**config.mk**
```make
export PLATFORM = sky130hd
export DESIGN_NAME = windowed_true_rms_meter
export DESIGN_NICKNAME = d
export VERILOG_FILES = /design/src/hdl/wrms_pkg.sv /design/src/hdl/wrms_div.sv /design/src/hdl/wrms_isqrt.sv /design/src/hdl/windowed_true_rms_meter.sv
export VERILOG_INCLUDE_DIRS = /design/src /design/src/hdl
export SDC_FILE = /design/constraint.sdc
export NUM_CORES = 1
export LEC_CHECK = 0
export BUFFER_PORTS_ARGS = -buffer_cell sky130_fd_sc_hd__buf_2
export CAP_MARGIN = 20
export CORE_MARGIN = 8
export CORE_UTILIZATION = 55
export CTS_BUF_LIST = sky130_fd_sc_hd__clkbuf_16
export DETAILED_ROUTE_END_ITERATION = 8
export GPL_TIMING_DRIVEN = 1
export PLACE_DENSITY_LB_ADDON = 0.1
export SLEW_MARGIN = 30
export SYNTH_ARGS = -nofsm -noshare
export SYNTH_HDL_FRONTEND = slang
export SYNTH_SLANG_ARGS = --single-unit
```
**constraint.sdc**
```tcl
create_clock -name clk -period 4.9 [get_ports clk]
set_clock_uncertainty 0.05 [all_clocks]
set_input_delay 1.225 -clock clk [delete_from_list [all_inputs] [get_ports clk]]
set_output_delay 1.225 -clock clk [all_outputs]
set_load 0.02 [all_outputs]
```
**src/hdl/windowed_true_rms_meter_assert.svh**
```systemverilog
// Assertion shorthands used by the top-level RTL file.
`ifndef WINDOWED_TRUE_RMS_METER_ASSERT_SVH
`define WINDOWED_TRUE_RMS_METER_ASSERT_SVH

// Same-cycle implication, checked out of reset.
`define WRMS_HOLDS(label, clk, rst, ante, cons, msg) \
  label: assert property (@(posedge clk) disable iff (rst) (ante) |-> (cons)) \
    else $error(msg);

// Next-cycle implication, checked out of reset.
`define WRMS_HOLDS_NEXT(label, clk, rst, ante, cons, msg) \
  label: assert property (@(posedge clk) disable iff (rst) (ante) |=> (cons)) \
    else $error(msg);

`endif

```
**src/hdl/wrms_pkg.sv**
```systemverilog
package wrms_pkg;

  localparam int SAMPLE_BITS     = 12;
  localparam int MAX_SAMPLES_DEF = 1024;

  localparam int COUNT_W  = 11;
  localparam int FSCALE_W = 13;
  localparam int OFFSET_W = 10;
  localparam int MV_W     = 13;

  localparam logic [COUNT_W-1:0]  COUNT_RESET  = COUNT_W'(300);
  localparam logic [FSCALE_W-1:0] FSCALE_RESET = FSCALE_W'(3300);
  localparam logic [OFFSET_W-1:0] OFFSET_RESET = OFFSET_W'(110);
  localparam logic [MV_W-1:0]     MV_MAX       = '1;

  // squaring and scaling both walk their multiplier four bits at a time
  localparam int SQ_DIGIT = 4;
  localparam int SQ_STEPS = (SAMPLE_BITS + SQ_DIGIT - 1) / SQ_DIGIT;

  localparam int APB_AW = 4;
  localparam int APB_DW = 32;

  typedef enum logic [1:0] {
    REG_SAMPLE_COUNT = 2'd0,
    REG_FULL_SCALE   = 2'd1,
    REG_OFFSET       = 2'd2
  } reg_index_t;

  typedef enum logic [2:0] {
    ST_IDLE,
    ST_SQUARE,
    ST_DIVIDE,
    ST_ROOT,
    ST_SCALE,
    ST_EMIT
  } state_t;

endpackage

```
**src/hdl/wrms_div.sv**
```systemverilog
module wrms_div #(
  parameter int DVD_W = 34,
  parameter int DVS_W = 11
) (
  input  logic             clk,
  input  logic             rst,
  input  logic             start,
  input  logic [DVD_W-1:0] dividend,
  input  logic [DVS_W-1:0] divisor,
  output logic             done,
  output logic [DVD_W-1:0] quotient
);

  localparam int CNT_W = $clog2(DVD_W);

  logic             busy;
  logic [CNT_W-1:0] cnt;
  logic [DVD_W-1:0] dvd;
  logic [DVS_W-1:0] rem;
  logic [DVS_W-1:0] dvs;
  logic [DVS_W:0]   trial;
  logic [DVS_W:0]   diff;
  logic             fits;

  // restoring division, one quotient bit per cycle, quotient shifts into dvd
  always_comb begin
    trial = {rem, dvd[DVD_W-1]};
    diff  = trial - {1'b0, dvs};
    fits  = trial >= {1'b0, dvs};
  end

  always_ff @(posedge clk) begin
    if (rst) begin
      busy <= 1'b0;
      done <= 1'b0;
      cnt  <= '0;
    end else begin
      done <= 1'b0;
      if (start) begin
        busy <= 1'b1;
        cnt  <= '0;
      end else if (busy) begin
        cnt <= cnt + 1'b1;
        if (cnt == CNT_W'(DVD_W - 1)) begin
          busy <= 1'b0;
          done <= 1'b1;
        end
      end
    end
  end

  always_ff @(posedge clk) begin
    if (start) begin
      dvd <= dividend;
      rem <= '0;
      dvs <= divisor;
    end else if (busy) begin
      dvd <= {dvd[DVD_W-2:0], fits};
      rem <= fits ? diff[DVS_W-1:0] : trial[DVS_W-1:0];
    end
  end

  assign quotient = dvd;

endmodule

```
**src/hdl/wrms_isqrt.sv**
```systemverilog
module wrms_isqrt #(
  parameter int ROOT_W = 12
) (
  input  logic                clk,
  input  logic                rst,
  input  logic                start,
  input  logic [2*ROOT_W-1:0] radicand,
  output logic                done,
  output logic [ROOT_W-1:0]   root
);

  localparam int CNT_W = $clog2(ROOT_W);

  logic                busy;
  logic [CNT_W-1:0]    cnt;
  logic [2*ROOT_W-1:0] rad;
  logic [ROOT_W+1:0]   rem;
  logic [ROOT_W+3:0]   cur;
  logic [ROOT_W+3:0]   trial;
  logic [ROOT_W+3:0]   diff;
  logic                fits;

  // digit-by-digit root: bring down two radicand bits, try root*4+1
  always_comb begin
    cur   = {rem, rad[2*ROOT_W-1 -: 2]};
    trial = {2'b00, root, 2'b01};
    diff  = cur - trial;
    fits  = cur >= trial;
  end

  always_ff @(posedge clk) begin
    if (rst) begin
      busy <= 1'b0;
      done <= 1'b0;
      cnt  <= '0;
    end else begin
      done <= 1'b0;
      if (start) begin
        busy <= 1'b1;
        cnt  <= '0;
      end else if (busy) begin
        cnt <= cnt + 1'b1;
        if (cnt == CNT_W'(ROOT_W - 1)) begin
          busy <= 1'b0;
          done <= 1'b1;
        end
      end
    end
  end

  always_ff @(posedge clk) begin
    if (start) begin
      rad  <= radicand;
      rem  <= '0;
      root <= '0;
    end else if (busy) begin
      rad  <= rad << 2;
      rem  <= fits ? diff[ROOT_W+1:0] : cur[ROOT_W+1:0];
      root <= {root[ROOT_W-2:0], fits};
    end
  end

endmodule

```
**src/hdl/windowed_true_rms_meter.sv**
```systemverilog
// True-RMS meter over a window of sample_count converter samples (0 acts as 1,
// values above MAX_SAMPLES act as MAX_SAMPLES). Each sample's exact square is
// added to a wide accumulator four sample bits per cycle, and in_ready stays
// low until that square is in. The sample that closes the window also runs a
// bit-serial divide by the window length (one quotient bit per accumulator
// bit), a bit-serial square root (one step per root bit), a digit-serial
// scale to millivolts and the load of the output register; no new sample is
// taken until that load, which waits while the previous word is still held.
// One word with rms_code and rms_mv is emitted per window; it waits in an
// output register while the next window accumulates. A window shortened
// below the samples already taken can push the mean past the code range, so
// the root is kept at 17 bits: rms_code is its low 12 bits and rms_mv
// saturates at 8191.
`include "windowed_true_rms_meter_assert.svh"

module windowed_true_rms_meter
  import wrms_pkg::*;
#(
  parameter int MAX_SAMPLES = MAX_SAMPLES_DEF
) (
  input  logic                   clk,
  input  logic                   rst,
  input  logic                   in_valid,
  output logic                   in_ready,
  input  logic [SAMPLE_BITS-1:0] sample,
  output logic                   out_valid,
  input  logic                   out_ready,
  output logic [SAMPLE_BITS-1:0] rms_code,
  output logic [MV_W-1:0]        rms_mv,
  input  logic                   psel,
  input  logic                   penable,
  input  logic                   pwrite,
  input  logic [APB_AW-1:0]      paddr,
  input  logic [APB_DW-1:0]      pwdata,
  output logic [APB_DW-1:0]      prdata,
  output logic                   pready
);

  localparam int CNT_W    = $clog2(MAX_SAMPLES + 1);
  localparam int SUM_W    = 2 * SAMPLE_BITS + $clog2(MAX_SAMPLES);
  localparam int MEAN_W   = 2 * SAMPLE_BITS;
  localparam int ROOT_W   = (SUM_W + 1) / 2;
  localparam int SC_STEPS = (ROOT_W + SQ_DIGIT - 1) / SQ_DIGIT;
  localparam int RSR_W    = SC_STEPS * SQ_DIGIT;
  localparam int STEP_W   = $clog2(SC_STEPS);
  localparam int PROD_W   = ROOT_W + FSCALE_W;
  localparam int MVW_W    = PROD_W - SAMPLE_BITS + 1;

  state_t state, state_next;

  logic [COUNT_W-1:0]  sample_count;
  logic [FSCALE_W-1:0] full_scale_mv;
  logic [OFFSET_W-1:0] offset_mv;

  logic [SUM_W-1:0]         square_sum;
  logic [SUM_W-1:0]         sum_next;
  logic [CNT_W-1:0]         samples_seen;
  logic [CNT_W-1:0]         n_eff;
  logic                     window_full;
  logic [MEAN_W-1:0]        mcand;
  logic [SAMPLE_BITS-1:0]   mplier;
  logic [STEP_W-1:0]        step;
  logic                     last_step;
  logic [SAMPLE_BITS-1:0]   root_val;
  logic [RSR_W-1:0]         root_sr;
  logic [PROD_W-1:0]        prod;
  logic [MVW_W-1:0]         mv_wide;
  logic [MV_W-1:0]          mv_sat;

  logic                     div_start;
  logic                     div_done;
  logic [SUM_W-1:0]         quotient;
  logic                     sqrt_start;
  logic                     sqrt_done;
  logic [ROOT_W-1:0]        sqrt_root;
  logic                     emit;
  logic                     cfg_write;

  // configuration port
  assign pready    = 1'b1;
  assign cfg_write = psel && penable && pwrite;

  always_ff @(posedge clk) begin
    if (rst) begin
      sample_count  <= COUNT_RESET;
      full_scale_mv <= FSCALE_RESET;
      offset_mv     <= OFFSET_RESET;
    end else if (cfg_write) begin
      case (paddr[3:2])
        REG_SAMPLE_COUNT: sample_count  <= pwdata[COUNT_W-1:0];
        REG_FULL_SCALE:   full_scale_mv <= pwdata[FSCALE_W-1:0];
        REG_OFFSET:       offset_mv     <= pwdata[OFFSET_W-1:0];
        default:          ;
      endcase
    end
  end

  always_comb begin
    case (paddr[3:2])
      REG_SAMPLE_COUNT: prdata = APB_DW'(sample_count);
      REG_FULL_SCALE:   prdata = APB_DW'(full_scale_mv);
      REG_OFFSET:       prdata = APB_DW'(offset_mv);
      default:          prdata = '0;
    endcase
  end

  // window length clamp, end-of-window test, step end, next sum and mV saturation
  always_comb begin
    if (sample_count == '0) begin
      n_eff = CNT_W'(1);
    end else if (32'(sample_count) > MAX_SAMPLES) begin
      n_eff = CNT_W'(MAX_SAMPLES);
    end else begin
      n_eff = CNT_W'(sample_count);
    end
    window_full = samples_seen >= n_eff;
    if (state == ST_SCALE) begin
      last_step = step == STEP_W'(SC_STEPS - 1);
    end else begin
      last_step = step == STEP_W'(SQ_STEPS - 1);
    end
    sum_next    = square_sum + SUM_W'(mcand) * SUM_W'(mplier[SQ_DIGIT-1:0]);
    mv_wide     = MVW_W'(prod >> SAMPLE_BITS) + MVW_W'(offset_mv);
    mv_sat      = (mv_wide > MVW_W'(MV_MAX)) ? MV_MAX : mv_wide[MV_W-1:0];
  end

  // sequencer
  always_ff @(posedge clk) begin
    if (rst) begin
      state <= ST_IDLE;
    end else begin
      state <= state_next;
    end
  end

  always_comb begin
    state_next = state;
    in_ready   = 1'b0;
    div_start  = 1'b0;
    sqrt_start = 1'b0;
    emit       = 1'b0;
    case (state)
      ST_IDLE: begin
        in_ready = !rst;
        if (in_valid && in_ready) begin
          state_next = ST_SQUARE;
        end
      end
      ST_SQUARE: begin
        if (last_step) begin
          if (window_full) begin
            div_start  = 1'b1;
            state_next = ST_DIVIDE;
          end else begin
            state_next = ST_IDLE;
          end
        end
      end
      ST_DIVIDE: begin
        if (div_done) begin
          sqrt_start = 1'b1;
          state_next = ST_ROOT;
        end
      end
      ST_ROOT: begin
        if (sqrt_done) begin
          state_next = ST_SCALE;
        end
      end
      ST_SCALE: begin
        if (last_step) begin
          state_next = ST_EMIT;
        end
      end
      ST_EMIT: begin
        if (!out_valid || out_ready) begin
          emit       = 1'b1;
          state_next = ST_IDLE;
        end
      end
      default: begin
        state_next = ST_IDLE;
      end
    endcase
  end

  // control registers
  always_ff @(posedge clk) begin
    if (rst) begin
      square_sum   <= '0;
      samples_seen <= '0;
      step         <= '0;
      out_valid    <= 1'b0;
    end else begin
      if (state == ST_SQUARE || state == ST_SCALE) begin
        step <= last_step ? '0 : step + 1'b1;
      end else begin
        step <= '0;
      end

      if (in_valid && in_ready) begin
        samples_seen <= samples_seen + 1'b1;
      end
      if (state == ST_SQUARE) begin
        square_sum <= sum_next;
      end

      if (emit) begin
        out_valid    <= 1'b1;
        square_sum   <= '0;
        samples_seen <= '0;
      end else if (out_ready) begin
        out_valid <= 1'b0;
      end
    end
  end

  // payload registers
  always_ff @(posedge clk) begin
    if (in_valid && in_ready) begin
      mcand  <= MEAN_W'(sample);
      mplier <= sample;
    end else if (state == ST_SQUARE) begin
      mcand  <= mcand << SQ_DIGIT;
      mplier <= mplier >> SQ_DIGIT;
    end

    if (sqrt_done) begin
      root_val <= sqrt_root[SAMPLE_BITS-1:0];
      root_sr  <= RSR_W'(sqrt_root);
      prod     <= '0;
    end else if (state == ST_SCALE) begin
      // Horner form, most significant digit of the root first
      prod    <= PROD_W'(prod << SQ_DIGIT)
               + PROD_W'(full_scale_mv) * PROD_W'(root_sr[RSR_W-1 -: SQ_DIGIT]);
      root_sr <= root_sr << SQ_DIGIT;
    end

    if (emit) begin
      rms_code <= root_val;
      rms_mv   <= mv_sat;
    end
  end

  wrms_div #(
    .DVD_W(SUM_W),
    .DVS_W(CNT_W)
  ) u_div (
    .clk     (clk),
    .rst     (rst),
    .start   (div_start),
    .dividend(sum_next),
    .divisor (n_eff),
    .done    (div_done),
    .quotient(quotient)
  );

  wrms_isqrt #(
    .ROOT_W(ROOT_W)
  ) u_isqrt (
    .clk     (clk),
    .rst     (rst),
    .start   (sqrt_start),
    .radicand((2 * ROOT_W)'(quotient)),
    .done    (sqrt_done),
    .root    (sqrt_root)
  );

  `WRMS_HOLDS(a_seen_bounded, clk, rst, 1'b1, 32'(samples_seen) <= MAX_SAMPLES, "window count past limit")
  `WRMS_HOLDS(a_div_in_divide, clk, rst, div_done, state == ST_DIVIDE, "divider finished outside divide")
  `WRMS_HOLDS_NEXT(a_emit_clears, clk, rst, emit, out_valid && square_sum == '0 && samples_seen == '0, "window not cleared after emit")
  `WRMS_HOLDS_NEXT(a_accept_squares, clk, rst, in_valid && in_ready, state == ST_SQUARE && step == '0, "accepted word not squared")

endmodule

```
==> results.sh, run 1 <==
export IMPL_multi_input_area_mm2=0.0123
export IMPL_hold_viol=0
export IMPL_clock_path_buffers=3
export IMPL_syn_cell_area_mm2=0.0222
export IMPL_crit_required_ns=5.25
export IMPL_cts_hold_buf=0
export IMPL_grt_max_degree=65
export IMPL_grt_first_pass_wirelength_um=83400
export IMPL_final_nets=2750
export IMPL_yosys_most_used_dff="dfxtp_1"
export IMPL_power_mw=9.20
export IMPL_synth_cells=2418
export IMPL_htree_levels=2
export IMPL_dp_hpwl_um=36000
export IMPL_finalWorstSetupSlack_ns=0.171
export IMPL_port_buffers=73
export IMPL_yosysTopAreaCellShare_pct=21.3
export IMPL_gp_congestion=0.864
export IMPL_cts_tree="done"
export IMPL_layoutNonFillerInstCount=3027
export IMPL_hold_class="flip-flop to flip-flop"
export IMPL_relSlewSlack_pct=43.3
export IMPL_regArea_mm2=0.00858
export IMPL_drv_cap=0
export IMPL_design_area_mm2=0.0244
export IMPL_async_flop_share_pct=0
export IMPL_status="completed"
export IMPL_setup_tns_ns=0
export IMPL_drc=0
export IMPL_grt_pass1_vias=16800
export IMPL_placed_area_mm2=0.0230
export IMPL_grt_overflow_total=0
export IMPL_timing_fmax_ghz=0.211
export IMPL_antenna_left=0
export IMPL_syn_avg_cell_area_um2=9.16
export IMPL_leakage_nw=10.5
export IMPL_antenna_cells=0
export IMPL_p_per_area_mw_per_mm2=377
export IMPL_core_area_mm2=0.0397
export IMPL_drive_above_1_share_pct=9.51
export IMPL_arrival_ns=5.08
export IMPL_first_pass_iters=5
export IMPL_yosysWarnings=0
export IMPL_vias=16800
export IMPL_dp_worst_setup_slack_ns=-0.0513
export IMPL_start_util_pct=55.8
export IMPL_antenna_found_initial=0
export IMPL_synthDistinctLibCells=83
export IMPL_grt_usage_pct=21.0
export IMPL_die_area_mm2=0.0470
export IMPL_critical_path_startpoint_type="flip-flop"
export IMPL_min_period_ns=4.73
export IMPL_setup_viol=0
export IMPL_fillerInstances=3430
export IMPL_mostFrequentLayoutCells="nand2_1 (403), inv_1 (240), dfxtp_1 (188), edfxtp_1 (157), a21oi_1 (141)"
export IMPL_final_common_cell="nand2_1"
export IMPL_path_max_fanout=11
export IMPL_synth_seq_area_share_pct=38.7
export IMPL_ios=115
export IMPL_whs_ns=0.369
export IMPL_path_clk_slew_ns=0.06
export IMPL_synth_edf_count=157
export IMPL_fp_row_count=73
export IMPL_slew_viol_final=0
export IMPL_worst_pin_slew_ns=0.848
export IMPL_wl_per_cell_um=16.4
export IMPL_drt_iter0_drc=1081
export IMPL_syn2layout_area_growth_pct=10.2
export IMPL_utilization_pct=61.5
export IMPL_vias_per_cell=5.55
export IMPL_die_w_um=217
export IMPL_ys_seq_elements=350
export IMPL_clkLatencyLatePin_ns=0.56
export IMPL_fp_dieH_um=217
export IMPL_yosys_area_top_type="edfxtp_1"
export IMPL_cts_sinks=350
export IMPL_dp_cells=2944
export IMPL_cp_end_kind="flip-flop"
export IMPL_crit_type="flip-flop to flip-flop"
export IMPL_wl_um=49500
export IMPL_synth_area_leaders="edfxtp_1 (21%), dfxtp_1 (17%), fa_1 (9.5%)"
export IMPL_cts_buffers=40
export IMPL_ir_drop_uv=344
export IMPL_cts_root_buf="clkbuf_16"
export IMPL_grt_setup_unrepaired="yes"
export IMPL_period_share_pct=96.5
[routing by layer]
metal | wire length [um] | GRT usage [%] | up-vias
li1 | - | - | 8252
met1 | 22900 | 28.0 | 8143
met2 | 23200 | 35.0 | 304
met3 | 2000 | 2.92 | 88
met4 | 1430 | 7.28 | 0
met5 | 0 | 0 | -
[kinds of logic (layout without fill, tap and decap cells)]
group	count (synthesis)	count (layout)	synth area share (%)
buffers and inverters	364	430	6.61
other	2	20	0.0339
XOR/XNOR	90	90	3.56
AND/OR/NAND/NOR	876	876	18.8
AO/OA/AOI/OAI	438	438	12.6
adder cells (fa/ha/maj)	225	225	16.3
flip-flops	350	350	38.7
multiplexers	73	73	3.38
[report_power, final]
part	total, mW	switching, mW	leakage [nW]	internal (mW)
clock	2.83	1.22	0.628	1.61
sequential	3.43	0.200	3.01	3.23
combinational	2.94	1.69	6.89	1.25
[registers in the layout, summed over array words and instances (netlist names), 12 cells and up]
name	count
u_div.quotient	34
full_scale_mv	13
u_isqrt.rem	19
mplier	12
mcand	24
u_isqrt.root	17
u_isqrt.rad	34
rms_mv	13
prod	30
root_val	12
square_sum	34
root_sr	20
rms_code	12
[what timing repair did]
item                       in CTS  in global routing
setup buffers                   5                  4
resized for setup               0                 17
setup endpoints to repair       4                 21
pin swaps                       0                  6
[cells in the mapped netlist, drive strengths merged, types with 42 or more instances]
| library cell | count |
|---|---|
| inv | 234 |
| and2 | 136 |
| edfxtp | 157 |
| dfxtp | 193 |
| clkbuf | 86 |
| fa | 105 |
| o21ai | 105 |
| buf | 42 |
| a21oi | 143 |
| xnor2 | 55 |
| nand2 | 404 |
| mux2i | 59 |
| nor2 | 115 |
| ha | 120 |
[layout make-up]
cell class,count,area share (%)
Clock buffer,42,4.30
Sequential cell,350,35.1
Timing Repair Buffer,120,3.04
Clock inverter,32,0.753
Tap cell,525,2.69
Multi-Input combinational cell,1722,50.4
Inverter,236,3.63
[critical path, stage by stage (launching register included)]
cell and delay, ns:
edfxtp_1 0.41, buf_4 0.19, and2_1 0.17, fa_1 0.49, fa_1 0.55, inv_1 0.06, fa_1 0.50, inv_1 0.07
ha_4 0.30, o21ai_1 0.06, o21bai_1 0.21, a211oi_2 0.12, o31ai_2 0.36, a31oi_4 0.07, o211a_4 0.29, or4_1 0.50
a31oi_1 0.17
[path summary, 6_finish.rpt]
kind                         startpoint                           end  slack, ns  cells past startpoint
setup / recovery    mplier[2]$_DFFE_PP_  u_div.quotient[33]$_DFFE_PP_       0.17                     16
hold / removal    root_val[9]$_DFFE_PP_         rms_code[9]$_DFFE_PP_       0.37                      0
setup reg to reg    mplier[2]$_DFFE_PP_  u_div.quotient[33]$_DFFE_PP_       0.17                     16
hold reg to reg   root_val[9]$_DFFE_PP_         rms_code[9]$_DFFE_PP_       0.37                      0
Note: power is estimated with default switching activity, not from simulation.
==> inputs of run 2 (changes only) <==
--- a/config.mk
+++ b/config.mk
@@ -14,6 +14,7 @@
 export DETAILED_ROUTE_END_ITERATION = 8
 export GPL_TIMING_DRIVEN = 1
 export PLACE_DENSITY_LB_ADDON = 0.1
+export SKIP_CTS_REPAIR_TIMING = 1
 export SLEW_MARGIN = 30
 export SYNTH_ARGS = -nofsm -noshare
 export SYNTH_HDL_FRONTEND = slang
==> constraint.sdc (replaced) <==
create_clock -name clk -period 4 [get_ports clk]
set_clock_uncertainty 0.05 [all_clocks]
set_input_delay 1 -clock clk [delete_from_list [all_inputs] [get_ports clk]]
set_output_delay 1 -clock clk [all_outputs]
set_load 0.02 [all_outputs]
==> run 2 against run 1 <==
  * The flow now finishes with violations (negative setup slack)
  * Critical path depth did not move
  * Largest cell class unchanged
  * Design area rose by 10%
  * Flip-flop and latch count did not move
  * Clock power rose by 27%
  * Core utilization rose by 6.2 points
  * Worst hold slack got worse by 0.00071 ns
  * Power rose by 42%
  * Count of clock-buffer cells in the layout fell by 1
  * Critical endpoint is now square_sum[21]$_SDFFE_PP0P_
  * Combinational power rose by 78%
==> results.sh, run 2 (synthesis results as in run 1) <==
export IMPL_crit_required_ns=4.41
export IMPL_dp_hpwl_um=37500
export IMPL_r2r_start="mplier[1]$_DFFE_PP_"
export IMPL_grt_pass1_vias=17100
export IMPL_worst_pin_slew_ns=0.884
export IMPL_violations="negative setup slack"
export IMPL_gp_congestion=0.836
export IMPL_status="complete, but fails checks"
export IMPL_drc=0
export IMPL_final_common_cell="nand2_1"
export IMPL_die_area_mm2=0.0470
export IMPL_r2r_cells=16
export IMPL_period_share_pct=113
export IMPL_path_max_fanout=19
export IMPL_clock_path_buffers=3
export IMPL_die_w_um=217
export IMPL_slew_viol_final=0
export IMPL_grt_setup_unrepaired="yes"
export IMPL_wl_per_cell_um=16.6
export IMPL_first_pass_iters=6
export IMPL_setup_viol=56
export IMPL_cts_root_buf="clkbuf_16"
export IMPL_hold_viol=0
export IMPL_endpoint="square_sum[21]$_SDFFE_PP0P_"
export IMPL_vias_per_cell=5.46
export IMPL_antenna_cells=0
export IMPL_p_per_area_mw_per_mm2=484
export IMPL_grt_max_degree=64
export IMPL_core_area_mm2=0.0397
export IMPL_drv_cap=0
export IMPL_leakage_nw=11.5
export IMPL_relSlewSlack_pct=41.1
export IMPL_grt_usage_pct=21.3
export IMPL_fp_dieH_um=217
export IMPL_regToRegSetupSlack_ns=-0.52
export IMPL_cts_sinks=350
export IMPL_antenna_left=0
export IMPL_min_period_ns=4.52
export IMPL_syn2layout_area_growth_pct=21.3
export IMPL_path_clk_slew_ns=0.06
export IMPL_ios=115
export IMPL_start_util_pct=55.8
export IMPL_dp_cells=3073
export IMPL_clkLatencyLatePin_ns=0.56
export IMPL_fp_row_count=73
export IMPL_crit_type="flip-flop to flip-flop"
export IMPL_mostFrequentLayoutCells="nand2_1 (391), inv_1 (221), dfxtp_1 (183), buf_4 (168), edfxtp_1 (157)"
export IMPL_cp_end_kind="flip-flop"
export IMPL_cts_buffers=39
export IMPL_layoutNonFillerInstCount=3171
export IMPL_arrival_ns=4.92
export IMPL_critical_path_startpoint_type="flip-flop"
export IMPL_drive_above_1_share_pct=22.1
export IMPL_grt_first_pass_wirelength_um=84000
export IMPL_htree_levels=2
export IMPL_final_nets=2895
export IMPL_hold_class="flip-flop to flip-flop"
export IMPL_ir_drop_uv=309
export IMPL_finalWorstSetupSlack_ns=-0.517
export IMPL_critPathLaunch="mplier[1]$_DFFE_PP_"
export IMPL_wl_um=52600
export IMPL_antenna_found_initial=0
export IMPL_dp_worst_setup_slack_ns=-0.615
export IMPL_port_buffers=73
export IMPL_drt_iter0_drc=1031
export IMPL_grt_overflow_total=0
export IMPL_worstReg2RegEnd="square_sum[21]$_SDFFE_PP0P_"
export IMPL_cts_tree="done"
export IMPL_vias=17300
export IMPL_timing_fmax_ghz=0.221
export IMPL_whs_ns=0.369
## run 2: changes by cell type in the layout (fill, tap and decap cells not counted), sizes merged
cell    delta
inv        +1
clkinv     -4
clkbuf     -1
bufinv     +2
buf      +146
## run 2: area by class of cell
class                           count  area [um^2]
Fill cell                        3077        12800
Multi-Input combinational cell   1722        13500
Clock inverter                     31          246
Tap cell                          525          657
Timing Repair Buffer              266         1960
Sequential cell                   350         8600
Clock buffer                       41         1030
Inverter                          236          886
## run 2: how the worst min path moves through the flow
stage	from	end	slack [ns]	depth (start not counted)
3_3_place_gp	root_val[10]$_DFFE_PP_	rms_code[10]$_DFFE_PP_	0.35	0
2_1_floorplan	root_val[0]$_DFFE_PP_	rms_code[0]$_DFFE_PP_	0.35	0
4_1_cts	root_val[8]$_DFFE_PP_	rms_code[8]$_DFFE_PP_	0.37	0
6_report	root_val[8]$_DFFE_PP_	rms_code[8]$_DFFE_PP_	0.37	0
5_1_grt	root_val[8]$_DFFE_PP_	rms_code[8]$_DFFE_PP_	0.37	0
3_5_place_dp	root_val[8]$_DFFE_PP_	rms_code[8]$_DFFE_PP_	0.36	0
## run 2: routing by layer
metal / track usage [%] / share of wire (%) / vias to the layer above
li1: - / - / 8548
met1: 27.1 / 45 / 8382
met2: 37.1 / 49 / 290
met3: 3.22 / 3.5 / 89
met4: 6.20 / 2.2 / 0
met5: 0 / 0 / -
## run 2: where the power goes
part           leakage, nW  internal [mW]  switching (mW)
Combinational         7.81           2.52            2.71
Sequential            3.01           3.96           0.231
Clock                0.651           2.06            1.54
Total                 11.5           8.55            4.48
## run 2: through the flow
step                      util (%)  total power [mW]  instance area, um^2  setup TNS, ns
after CTS                     64.6              12.3                25700         -20.91
after floorplan                  -              7.33                22700          -4.54
after global routing          67.7              13.8                26900         -22.71
final                         67.7              13.0                26900         -13.65
after global placement        61.4              8.49                24400         -16.74
after detailed placement      61.4              8.61                24400         -20.26
## run 2: worst max-delay path, stage by stage (launching register included)
cell and delay, ns:
edfxtp_1 0.41, buf_12 0.17, and2_1 0.17, fa_1 0.49, fa_1 0.51, inv_2 0.04
fa_1 0.49, inv_2 0.05, ha_4 0.23, a21o_1 0.16, a21o_1 0.17, a221o_1 0.34
a31oi_2 0.21, o21ai_1 0.09, a221o_1 0.36, or3_1 0.40, o311ai_1 0.08
==> inputs of run 3 (changes only) <==
--- a/config.mk
+++ b/config.mk
@@ -6,12 +6,12 @@
 export SDC_FILE = /design/constraint.sdc
 export NUM_CORES = 1
 export LEC_CHECK = 0
-export BUFFER_PORTS_ARGS = -buffer_cell sky130_fd_sc_hd__buf_2
 export CAP_MARGIN = 20
 export CORE_MARGIN = 8
 export CORE_UTILIZATION = 55
 export CTS_BUF_LIST = sky130_fd_sc_hd__clkbuf_16
 export DETAILED_ROUTE_END_ITERATION = 8
+export DONT_BUFFER_PORTS = 1
 export GPL_TIMING_DRIVEN = 1
 export PLACE_DENSITY_LB_ADDON = 0.1
 export SKIP_CTS_REPAIR_TIMING = 1
==> constraint.sdc (replaced) <==
create_clock -name clk -period 5.8 [get_ports clk]
set_clock_uncertainty 0.05 [all_clocks]
set_input_delay 1.45 -clock clk [delete_from_list [all_inputs] [get_ports clk]]
set_output_delay 1.45 -clock clk [all_outputs]
set_load 0.02 [all_outputs]
==> run 3 against run 2 <==
  * The flow now finishes without violations
  * Global-route usage shrank 0.67 points
  * Flip-flop and latch count is the same
  * Combinational power shrank 56%
  * Sequential share of layout area grew 4.2 points
  * Final cell count shrank 7.8%
==> results.sh, run 3 (synthesis results as in run 1) <==
export IMPL_setup_tns_ns=0
export IMPL_vias=16300
export IMPL_relSlewSlack_pct=40.2
export IMPL_p_per_area_mw_per_mm2=319
export IMPL_clkLatencyLatePin_ns=0.55
export IMPL_grt_overflow_total=0
export IMPL_cts_tree="done"
export IMPL_syn2layout_area_growth_pct=7.13
export IMPL_leakage_nw=10.1
export IMPL_worst_pin_slew_ns=0.894
export IMPL_cts_root_buf="clkbuf_16"
export IMPL_ios=115
export IMPL_slowest_delay_ns=0.79
export IMPL_fp_row_count=73
export IMPL_crit_type="flip-flop to flip-flop"
export IMPL_cts_buffers=39
export IMPL_drv_cap=0
export IMPL_mostFrequentLayoutCells="nand2_1 (403), inv_1 (243), dfxtp_1 (190), edfxtp_1 (157), a21oi_1 (143)"
export IMPL_antenna_found_initial=1
export IMPL_slew_viol_final=0
export IMPL_wl_um=48900
export IMPL_path_max_fanout=24
export IMPL_arrival_ns=5.50
export IMPL_whs_path_depth=0
export IMPL_cts_sinks=350
export IMPL_fp_dieH_um=217
export IMPL_cp_end_kind="flip-flop"
export IMPL_placed_area_mm2=0.0225
export IMPL_final_nets=2649
export IMPL_grt_setup_unrepaired="no"
export IMPL_drive_above_1_share_pct=4.96
export IMPL_setup_viol=0
export IMPL_dp_hpwl_um=35400
export IMPL_crit_required_ns=6.04
export IMPL_critical_path_startpoint_type="flip-flop"
export IMPL_crit_chain="nand2_1 -> fa_1 -> fa_1 -> fa_1 -> inv_1 -> ha_1 -> a211oi_1 -> o211ai_2 -> a31oi_1 -> o21ai_1 -> a21boi_1 -> o21ai_0 -> and3_1 -> o31a_1"
export IMPL_grt_first_pass_wirelength_um=81200
export IMPL_design_area_mm2=0.0237
export IMPL_ir_drop_uv=229
export IMPL_min_period_ns=5.26
export IMPL_core_area_mm2=0.0397
export IMPL_status="completed"
export IMPL_path_clk_slew_ns=0.06
export IMPL_first_pass_iters=5
export IMPL_die_area_mm2=0.0470
export IMPL_grt_pass1_vias=16200
export IMPL_regArea_mm2=0.00858
export IMPL_port_buffers=0
export IMPL_htree_levels=2
export IMPL_clock_path_buffers=3
export IMPL_antenna_left=0
export IMPL_final_common_cell="nand2_1"
export IMPL_timing_fmax_ghz=0.190
export IMPL_hold_class="flip-flop to flip-flop"
export IMPL_vias_per_cell=5.57
export IMPL_drc=0
export IMPL_grt_usage_pct=20.6
export IMPL_grt_max_degree=65
export IMPL_start_util_pct=55.8
export IMPL_crit_slowest_cell="edfxtp_1"
export IMPL_antenna_cells=0
export IMPL_fillerInstances=3494
export IMPL_period_share_pct=90.7
export IMPL_r2r_cells=14
export IMPL_gp_congestion=0.862
export IMPL_hold_viol=0
export IMPL_crit_top_cell="fa_1"
export IMPL_multi_input_area_mm2=0.0122
export IMPL_die_w_um=217
export IMPL_drt_iter0_drc=920
export IMPL_wl_per_cell_um=16.7
[run 3: cell types whose count changed in the layout (fill, tap and decap cells not counted), sizes merged]
cell / change
bufinv: -1
buf: -246
clkinvlp: +1
clkinv: -2
inv: +1
[run 3: area by class of cell]
| type | instances | area share, % |
|---|---|---|
| multi-input cells | 1722 | 51.5 |
| well taps | 525 | 2.77 |
| flip-flops and latches | 350 | 36.1 |
| repair buffers | 20 | 0.717 |
| clock buffers | 41 | 4.32 |
| inverters | 236 | 3.73 |
| clock inverters | 30 | 0.785 |
[run 3: power breakdown]
part	internal, mW	total [mW]	switching [mW]
clock network	1.36	2.36	1.00
registers	2.73	2.92	0.188
logic	0.945	2.28	1.34
total	5.04	7.57	2.53
[run 3: final timing paths]
kind / from / endpoint / slack (ns)
worst max-delay path: mplier[3]$_DFFE_PP_ / u_div.quotient[30]$_DFFE_PP_ / 0.54
worst min-delay path: root_val[2]$_DFFE_PP_ / rms_code[2]$_DFFE_PP_ / 0.37
worst max register to register: mplier[3]$_DFFE_PP_ / u_div.quotient[30]$_DFFE_PP_ / 0.54
worst min register to register: root_val[2]$_DFFE_PP_ / rms_code[2]$_DFFE_PP_ / 0.37
[run 3: per-stage QoR]
step / setup WS, ns / hold slack, ns / util [%] / instances / power (mW)
finish: 0.539 / 0.369 / 59.8 / 2924 / 7.57
CTS: 0.534 / 0.371 / 59.7 / 2923 / 7.64
global placement: 0.670 / 0.352 / 56.6 / 2852 / 5.18
detailed placement: 0.566 / 0.357 / 56.6 / 2852 / 5.25
floorplan: 1.22 / 0.350 / - / 2436 / 4.77
global route: 0.224 / 0.379 / 59.8 / 2924 / 8.06
[run 3: layer usage]
metal	GRT usage (%)	vias to the layer above	wire, um
met2	34.8	331	23000
met4	7.66	2	1550
li1	-	8029	-
met1	26.9	7839	22400
met5	0	-	11
met3	2.70	90	1970
[run 3: worst max-delay path, delay by kind of cell (launching register included)]
family | cells | cell delay, ns
flip-flops | 1 | 0.79
adder cells (fa/ha/maj) | 4 | 1.83
AND/OR/NAND/NOR | 2 | 0.42
buffers and inverters | 1 | 0.05
AO/OA/AOI/OAI | 7 | 1.87
